`src/sv/mf3_pkg.sv`:
```
// Shared types, constants and register codes of the 3x3 median filter.
package mf3_pkg;

  localparam int MF3_MAX_WIDTH = 2048;
  localparam int FIFO_DEPTH = 16;
  localparam int PIX_W = 8;
  localparam int DIM_W = 12;
  localparam int NBR = 9;

  typedef logic [PIX_W-1:0] pix_t;
  typedef logic [NBR-1:0][PIX_W-1:0] win_t;

  localparam logic OP_PIXEL = 1'b0;
  localparam logic OP_DRAIN = 1'b1;

  localparam logic [1:0] REG_FRAME_WIDTH = 2'd0;
  localparam logic [1:0] REG_FRAME_HEIGHT = 2'd1;
  localparam logic [1:0] REG_MAX_GRAY = 2'd2;

  localparam logic [DIM_W-1:0] FRAME_WIDTH_RST = 12'd640;
  localparam logic [DIM_W-1:0] FRAME_HEIGHT_RST = 12'd480;
  localparam pix_t MAX_GRAY_RST = 8'd255;

  typedef struct packed {
    pix_t newer;
    pix_t older;
  } lines_t;

  typedef struct packed {
    pix_t pix;
    logic eor;
    logic eof;
  } res_t;

  typedef struct packed {
    logic en;
    res_t res;
  } beat_t;

  typedef struct packed {
    beat_t first;
    logic  use_median;
    beat_t second;
  } slots_t;

endpackage

```
`src/sv/mf3_out_fifo.sv`:
```
// Output queue that takes up to two result beats per cycle and hands out one per cycle while out_ready is high.
module mf3_out_fifo (
  input  logic           clk,
  input  logic           rst,
  input  logic           in_valid,
  input  mf3_pkg::beat_t push_a,
  input  mf3_pkg::beat_t push_b,
  output logic           out_valid,
  input  logic           out_ready,
  output mf3_pkg::res_t  out_res
);
  import mf3_pkg::*;

  localparam int PW = $clog2(FIFO_DEPTH);

  res_t          mem [FIFO_DEPTH];
  logic [PW-1:0] wp;
  logic [PW-1:0] rp;
  logic [PW:0]   count;
  logic          en_a;
  logic          en_b;
  logic [1:0]    n_push;
  logic          pop;
  logic [PW-1:0] wp_1;

  assign en_a = in_valid && push_a.en;
  assign en_b = in_valid && push_b.en;
  assign n_push = {1'b0, en_a} + {1'b0, en_b};
  assign pop = out_valid && out_ready;
  assign wp_1 = wp + PW'(1);

  always_ff @(posedge clk) begin
    priority if (en_a && en_b) begin
      mem[wp] <= push_a.res;
      mem[wp_1] <= push_b.res;
    end else if (en_a) begin
      mem[wp] <= push_a.res;
    end else if (en_b) begin
      mem[wp] <= push_b.res;
    end
  end

  always_ff @(posedge clk) begin
    if (rst) begin
      wp <= '0;
      rp <= '0;
      count <= '0;
    end else begin
      wp <= wp + PW'(n_push);
      if (pop) begin
        rp <= rp + PW'(1);
      end
      count <= count + (PW+1)'(n_push) - (PW+1)'(pop);
    end
  end

  assign out_valid = (count != '0);
  assign out_res = mem[rp];

endmodule

```
`config.mk`:
```
export PLATFORM = sky130hd
export DESIGN_NAME = mf3_out_fifo
export DESIGN_NICKNAME = d
export VERILOG_FILES = /design/src/sv/mf3_pkg.sv /design/src/sv/mf3_out_fifo.sv
export SDC_FILE = /design/constraint.sdc
export NUM_CORES = 1
export LEC_CHECK = 0
export BUFFER_PORTS_ARGS = -buffer_cell sky130_fd_sc_hd__buf_2
export CAP_MARGIN = 0
export CORE_MARGIN = 4
export CORE_UTILIZATION = 25
export DETAILED_ROUTE_END_ITERATION = 8
export RECOVER_POWER = 25
export SETUP_SLACK_MARGIN = 0.2
export SYNTH_ARGS = -nofsm -noshare
export SYNTH_HDL_FRONTEND = slang
export SYNTH_SLANG_ARGS = --single-unit
```
`constraint.sdc`:
```
create_clock -name clk -period 3.15 [get_ports clk]
set_clock_uncertainty 0.15 [all_clocks]
set_input_delay 0.4725 -clock clk [delete_from_list [all_inputs] [get_ports clk]]
set_output_delay 0.4725 -clock clk [all_outputs]
set_load 0.05 [all_outputs]
```
==> impl_metrics.yaml <==
power_and_ir_drop:
  power_density_nw_per_um2: 628
  p_total_mw: 6.67
  ir_worst_vdd_v: 0.000400
  cellLeakagePower_nw: 3.54
place:
  portBuffers: 36
  gp_congestion: 0.787
  dpl.hpwl_mm: 16.1
synth:
  synth-edff-count: 160
  synth.top_cells.by_area: "edfxtp_1 52%, mux2_2 11%, mux4_2 9.8%"
  synth_area_um2: 9170
  synth_top_cell_area_share_pct: 52.4
  yosysSeqAreaShare_pct: 56.1
  syn_nets: 732
  syn-mean-instance-area_um2: 13.3
  synth_most_common_cell: "edfxtp_1"
  synth_common_cells: "160 x edfxtp_1, 101 x nor2_1, 90 x mux2_2, 86 x a21oi_1, 40 x mux4_2"
  synth_seq_cells: 177
  synth_flop_cell: "edfxtp_1"
  synth_cell_types: 45
  synth-async-reset-ratio_pct: 0
  yosys.area.top_type: "edfxtp_1"
  syn_inst: 691
  ys_warn_count: 0
routing:
  vias: 5692
  wl_mm: 23.5
  drt_iter0_drc: 547
  drc_errors: 0
  wl_per_cell_um: 19.5
  viasPerCell: 4.73
  drtPass1Iterations: 6
  drtAntennaViolNets: 0
cts:
  clk_path_buf_depth: 2
  cts.sinks: 177
  cts_buffers: 17
  cts_root_buf: "clkbuf_16"
  path_clk_slew_ns: 0.07
  worstSkewPairLatency_ns: 0.43
  cts_tree: "done"
  ctsHtreeMaxLevel: 4
floorplan:
  pin_count: 37
  coreArea_um2: 35900
  die-area_um2: 39800
  num_rows: 69
  die_y_um: 200
  die_w_um: 200
  start_util_pct: 25.5
setup_path:
  start_kind: "flip-flop"
  arrival_ns: 3.07
  cp_data_required_time_ns: 3.31
  path_max_fanout: 3
  critPathKind: "flip-flop to flip-flop"
  critPathCaptureType: "flip-flop"
timing:
  max_freq_mhz: 345
  hold_violations: 0
  setup_violations: 0
  maxSlewHeadroom_pct: 28.2
  period_minus_slack_ns: 2.90
  grt_setup_unrepaired: "true"
  finalMaxSlewViolations: 0
  setup-tns-final_ns: 0
  period_share_pct: 92.1
  tightest_slew_ns: 1.07
worst_hold_path:
  hp-class: "input pin to flip-flop"
cells_and_area:
  area_delta_synth_final_pct: 15.9
  drive_gt1_share_pct: 33.8
  fin_nets: 771
  utilization_pct: 29.6
  antennaDiodeCount: 0
grt:
  grt_usage_pct: 12.0
  grt_antenna_before_repair: 0
  grt_pass1_wl_mm: 35.8
  grt_pass1_vias: 5727
  grt_max_degree: 22
  gr-total-overflow: 0
outcome:
  status: "finished clean"
flow_run:
  cap_violations: 0
[where the power goes]
| group | switching (mW) | total, mW | internal [mW] |
|---|---|---|---|
| logic | 1.04 | 1.89 | 0.848 |
| clock network | 0.903 | 2.00 | 1.09 |
| registers | 0.102 | 2.79 | 2.68 |
[worst paths after layout]
path                             endpoint  startpoint  depth (start not counted)  slack, ns
worst max-delay path             count[4]    count[2]                         14       0.25
worst min-delay path            flip-flop   out_ready                          3       0.23
worst max register to register   count[4]    count[2]                         14       0.25
worst min register to register  flip-flop       rp[1]                          2       0.35
[what timing repair did]
action                     4_1_cts  5_1_grt
hold buffers                     0        0
buffers inserted                 0        1
cloned                           2        1
pin swaps                        0        1
setup endpoints to repair        8        6
resized for setup               11        9
[flip-flops by register name (all words and copies together) (netlist names), named ones only]
name / count
rp: 4
mem: 160
count: 5
wp: 4
[per-layer routing]
metal | GRT usage (%) | vias up | wire length [um]
met5 | 0 | - | 0
met4 | 3.19 | 0 | 296
met3 | 1.82 | 23 | 1180
met2 | 20.1 | 186 | 11700
met1 | 16.4 | 2817 | 10300
li1 | - | 2666 | -
[through the flow]
stage	area, um2	instances	hold slack [ns]	worst slack (ns)
floorplan	9180	691	0.313	0.219
global placement	9980	1168	0.349	0.223
detailed placement	9980	1168	0.343	0.153
CTS	10600	1202	0.205	0.206
global route	10600	1204	0.249	0.132
finish	10600	1204	0.227	0.249
[critical path, cell delays in order (launching register included)]
cell      delay, ns
dfxtp_1        0.31
inv_1          0.09
ha_1           0.14
or4b_1         0.52
nand2_4        0.12
inv_1          0.05
ha_1           0.28
inv_1          0.06
ha_2           0.17
inv_1          0.06
fa_2           0.39
nor2b_2        0.13
o21bai_1       0.10
a21oi_1        0.17
nor3b_2        0.06
[cells in the final DEF (no fill, tap or decap), types with 3 or more instances in the layout]
cell type and n:
a21oi_1 86, a22oi_1 18, a22oi_2 3, buf_16 3, buf_2 32, buf_4 31
clkbuf_1 13, clkbuf_16 18, clkinv_4 3, clkinvlp_4 3, dfxtp_1 15, edfxtp_1 160
ha_1 12, inv_1 17, mux2_2 90, mux2i_1 10, mux4_2 40, nand2_1 16
nand3_1 7, nor2_1 101, nor2_4 5, nor2b_1 6, nor3_1 4, or3_1 4
xor2_1 5
[logic make-up after synthesis]
family | after synthesis | share of synthesized area [%]
flops | 177 | 56.1
simple gates | 165 | 8.70
mux | 140 | 22.0
compound gates | 113 | 6.85
buf+inv | 75 | 3.61
fa+ha+maj | 15 | 2.21
xor+xnor | 6 | 0.573
[area by class of cell]
type,instances,area (um2)
fillers,3632,25300
clock buffers,20,437
inverters,17,63.8
multi-input cells,439,3730
well taps,461,577
repair buffers,78,558
clock inverters,12,111
flip-flops and latches,177,5150
No activity file was read; power rests on OpenSTA's default activity.
