### src/sv/mf3_pkg.sv
// Shared types, constants and register codes of the 3x3 median filter.
package mf3_pkg;

  localparam int MF3_MAX_WIDTH = 2048;
  localparam int FIFO_DEPTH = 16;
  localparam int PIX_W = 8;
  localparam int DIM_W = 12;
  localparam int NBR = 9;

  typedef logic [PIX_W-1:0] pix_t;
  typedef logic [NBR-1:0][PIX_W-1:0] win_t;

  localparam logic OP_PIXEL = 1'b0;
  localparam logic OP_DRAIN = 1'b1;

  localparam logic [1:0] REG_FRAME_WIDTH = 2'd0;
  localparam logic [1:0] REG_FRAME_HEIGHT = 2'd1;
  localparam logic [1:0] REG_MAX_GRAY = 2'd2;

  localparam logic [DIM_W-1:0] FRAME_WIDTH_RST = 12'd640;
  localparam logic [DIM_W-1:0] FRAME_HEIGHT_RST = 12'd480;
  localparam pix_t MAX_GRAY_RST = 8'd255;

  typedef struct packed {
    pix_t newer;
    pix_t older;
  } lines_t;

  typedef struct packed {
    pix_t pix;
    logic eor;
    logic eof;
  } res_t;

  typedef struct packed {
    logic en;
    res_t res;
  } beat_t;

  typedef struct packed {
    beat_t first;
    logic  use_median;
    beat_t second;
  } slots_t;

endpackage

### src/sv/mf3_median.sv
// Two-stage 3x3 median network with clamp; carries the result slots alongside.
module mf3_median (
  input  logic            clk,
  input  logic            rst,
  input  logic            in_valid,
  input  mf3_pkg::win_t   win,
  input  mf3_pkg::slots_t in_slots,
  input  mf3_pkg::pix_t   max_gray,
  output logic            out_valid,
  output mf3_pkg::slots_t out_slots
);
  import mf3_pkg::*;

  typedef struct packed {
    pix_t hi;
    pix_t mid;
    pix_t lo;
  } sorted_t;

  function automatic pix_t min2(pix_t a, pix_t b);
    return (a < b) ? a : b;
  endfunction

  function automatic pix_t max2(pix_t a, pix_t b);
    return (a < b) ? b : a;
  endfunction

  function automatic pix_t med3(pix_t a, pix_t b, pix_t c);
    return max2(min2(a, b), min2(max2(a, b), c));
  endfunction

  function automatic sorted_t sort3(pix_t a, pix_t b, pix_t c);
    sorted_t s;
    s.lo = min2(min2(a, b), c);
    s.hi = max2(max2(a, b), c);
    s.mid = med3(a, b, c);
    return s;
  endfunction

  sorted_t rows [3];
  logic    v1;
  slots_t  slots1;
  pix_t    lo_max;
  pix_t    mid_med;
  pix_t    hi_min;
  logic    v2;
  slots_t  slots2;
  pix_t    med;
  pix_t    clamped;

  always_ff @(posedge clk) begin
    for (int r = 0; r < 3; r++) begin
      rows[r] <= sort3(win[r*3], win[r*3+1], win[r*3+2]);
    end
    slots1 <= in_slots;
    lo_max <= max2(max2(rows[0].lo, rows[1].lo), rows[2].lo);
    mid_med <= med3(rows[0].mid, rows[1].mid, rows[2].mid);
    hi_min <= min2(min2(rows[0].hi, rows[1].hi), rows[2].hi);
    slots2 <= slots1;
  end

  always_ff @(posedge clk) begin
    if (rst) begin
      v1 <= 1'b0;
      v2 <= 1'b0;
    end else begin
      v1 <= in_valid;
      v2 <= v1;
    end
  end

  always_comb begin
    med = med3(lo_max, mid_med, hi_min);
    clamped = (med > max_gray) ? max_gray : med;
    out_slots = slots2;
    if (slots2.use_median) begin
      out_slots.first.res.pix = clamped;
    end
  end

  assign out_valid = v2;

endmodule

### config.mk
export PLATFORM = sky130hd
export DESIGN_NAME = mf3_median
export DESIGN_NICKNAME = d
export VERILOG_FILES = /design/src/sv/mf3_pkg.sv /design/src/sv/mf3_median.sv
export SDC_FILE = /design/constraint.sdc
export NUM_CORES = 1
export LEC_CHECK = 0
export ABC_CLOCK_PERIOD_IN_PS = 11000
export BUFFER_PORTS_ARGS = -buffer_cell sky130_fd_sc_hd__buf_2
export CORE_ASPECT_RATIO = 0.5
export CORE_UTILIZATION = 60
export DETAILED_ROUTE_END_ITERATION = 12
export PLACE_DENSITY = 0.82
export SKIP_CTS_REPAIR_TIMING = 1
export SYNTH_ARGS = -nofsm -noshare
export SYNTH_HDL_FRONTEND = slang
export SYNTH_SLANG_ARGS = --single-unit
### constraint.sdc
create_clock -name clk -period 11 [get_ports clk]
set_clock_uncertainty 0.05 [all_clocks]
set_input_delay 1.65 -clock clk [delete_from_list [all_inputs] [get_ports clk]]
set_output_delay 1.65 -clock clk [all_outputs]
set_load 0.05 [all_outputs]
==> impl_metrics.json <==
{
  "io_pins": 130,
  "required_ns": 9.30,
  "viasPerCell": 6.042,
  "hpwl_mm": 21.70,
  "die_h_um": 96.23,
  "netlist_area_um2": 10650,
  "status": "finished, final reports clean",
  "slowest_stage": "a31o_1",
  "grt_pass1_vias": 9299,
  "dpl_cell_area_um2": 11350,
  "async_reset_ff_frac": 0,
  "yosys_warnings": 0,
  "criticalPathCategory": "flop to primary output",
  "worst_setup_path_start_kind": "flop",
  "io_buffers": 129,
  "grt_max_degree": 29,
  "setup_violations": 0,
  "rsz0062_at_grt": "no",
  "clockBufferDepth": 2,
  "tns_ns": 0,
  "htreeDepth": 4,
  "dominantRegCellSynth": "dfxtp_1",
  "worst_pin_slew_ns": 0.9980,
  "drive_gt1_frac": 0.1699,
  "cts_root_buf": "clkbuf_16",
  "cpMostUsedCell": "o21ai_0",
  "synth_compound_area_frac": 0.2395,
  "synth_cells": 1257,
  "yosysSeqAreaShare": 0.2706,
  "synth_edf_count": 0,
  "cpPeakStageDelay_ns": 0.74,
  "holdCritPathClass": "flop to flop",
  "cts_sinks": 144,
  "drv_slew": 0,
  "synth-seq-cells": 144,
  "grt_overflow_total": 0,
  "worstSetupEndpointType": "primary output",
  "antenna_found_initial": 2,
  "yosys.area_share.xor_xnor": 0,
  "drtAntennaViolNets": 0,
  "areaGrowthSynthToFinish_pct": 12.65,
  "cp.arrival_ns": 8.45,
  "cts_buffers": 17,
  "fin_area_um2": 12000,
  "cp_max_fo": 27,
  "avgRoutedWirePerCell_um": 17.00,
  "fp-row-count": 34,
  "clk_pin_slew_ns": 0.07,
  "die_area_um2": 18330,
  "die_w_um": 190.5,
  "max_cap_violations": 0,
  "maxSlewHeadroom": 0.3347,
  "synth_fa_ha_area_frac": 0.1903,
  "dr.pass1.iters": 8,
  "multi_input_area_um2": 6938,
  "clock.fmax_mhz": 98.49,
  "seq_area_um2": 2883,
  "gr-usage-all-layers": 0.3013,
  "final_nets": 1626,
  "syn_nets": 1525,
  "synth_simple_gate_area_frac": 0.1191,
  "synth_cell_types": 76,
  "gp_congestion": 0.9427,
  "syn_area_per_cell_um2": 8.476,
  "tritoncts": "built",
  "core_um2": 17360,
  "grt_pass1_wl_mm": 43.64,
  "drt_iter0_markers": 652,
  "fin_crit_ns": 10.15,
  "num_vias": 9703,
  "drc": 0,
  "min_period_over_period": 0.9230,
  "synthMuxAreaShare": 0.1019,
  "clock_latency_ns": 0.43,
  "holdWs_ns": 0.2759,
  "fill_cells": 1363,
  "synth_top_family_by_area": "compound AO/OA/AOI/OAI gates",
  "hold_viol": 0,
  "initial_utilization": 0.6138,
  "wl_mm": 27.30
}
placed cells by master, fill, tap and decap left out, drive strengths merged, types with 7 or more instances in the layout:
master / instances
o21ai: 125
ha: 162
inv: 161
nor2b: 11
a21o: 32
dfxtp: 144
nor3: 31
a211oi: 26
a21oi: 64
or2: 8
nand2b: 13
o211ai: 10
clkbuf: 17
mux2i: 59
o211a: 7
o22ai: 17
mux2: 44
nor2: 62
nand4: 16
nand3: 8
o21a: 22
nand2: 102
buf: 132
cells in the mapped netlist, types with 25 or more instances:
master | count | area [um^2]
o21ai_0 | 105 | 525.5
ha_1 | 162 | 2027
a211oi_1 | 25 | 187.7
inv_1 | 152 | 570.6
mux2i_1 | 59 | 590.6
mux2_2 | 37 | 416.7
nor3_1 | 31 | 155.2
a21o_1 | 32 | 240.2
dfxtp_1 | 144 | 2883
nand2_1 | 102 | 382.9
a21oi_1 | 60 | 300.3
nor2_1 | 60 | 225.2
metrics by stage:
step,worst slack (ns),cells,util
floorplan,2.211,1257,-
global placement,1.495,1573,0.6540
detailed placement,1.071,1573,0.6540
CTS,0.5276,1605,0.6910
global route,0.3046,1605,0.6913
finish,0.8471,1606,0.6915
per-layer routing:
layer	up-vias	GRT usage	share of wire
met5	-	0	0.00033
met4	2	0.1260	0.025
met3	74	0.05213	0.073
met2	373	0.5270	0.46
met1	4525	0.3704	0.44
li1	4729	-	-
worst paths after layout:
path | start | endpoint | slack [ns] | depth (start not counted)
hold / removal | slots1[17] | slots2[17] | 0.28 | 0
setup / recovery | mid_med[6] | out_slots[18] | 0.85 | 30
setup reg to reg | rows[0][37] | mid_med[1] | 4.20 | 22
hold reg to reg | slots1[17] | slots2[17] | 0.28 | 0
state kept, by name (all words and copies together), names as in the netlist:
| signal | flops |
|---|---|
| v1 | 1 |
| slots2 | 8 |
| out_slots | 15 |
| mid_med | 8 |
| lo_max | 8 |
| rows | 72 |
| out_valid | 1 |
| slots1 | 23 |
| hi_min | 8 |
critical path: cells and delay by family (launching register included):
kind | cells | cell delay (ns)
compound gates | 17 | 4.56
flops | 1 | 0.35
simple gates | 6 | 1.42
fa+ha+maj | 4 | 1.07
buf+inv | 2 | 0.35
mux | 1 | 0.27
cell type report:
class | count | area share
Inverter | 153 | 0.04785
Timing Repair Buffer | 132 | 0.05567
Sequential cell | 144 | 0.2402
Antenna cell | 1 | 0.0002085
Clock buffer | 17 | 0.03545
Tap cell | 234 | 0.02440
Clock inverter | 15 | 0.01814
Multi-Input combinational cell | 910 | 0.5781
cells by family after synthesis:
logic type / after synthesis
AOI/OAI and AO/OA: 374
adders and majority gates: 162
buffers and inverters: 203
DFF: 144
muxes: 103
and+or+nand+nor: 271
Power is not shown: default switching activity piles up to over one toggle a cycle in this logic, so the estimate is an artifact.
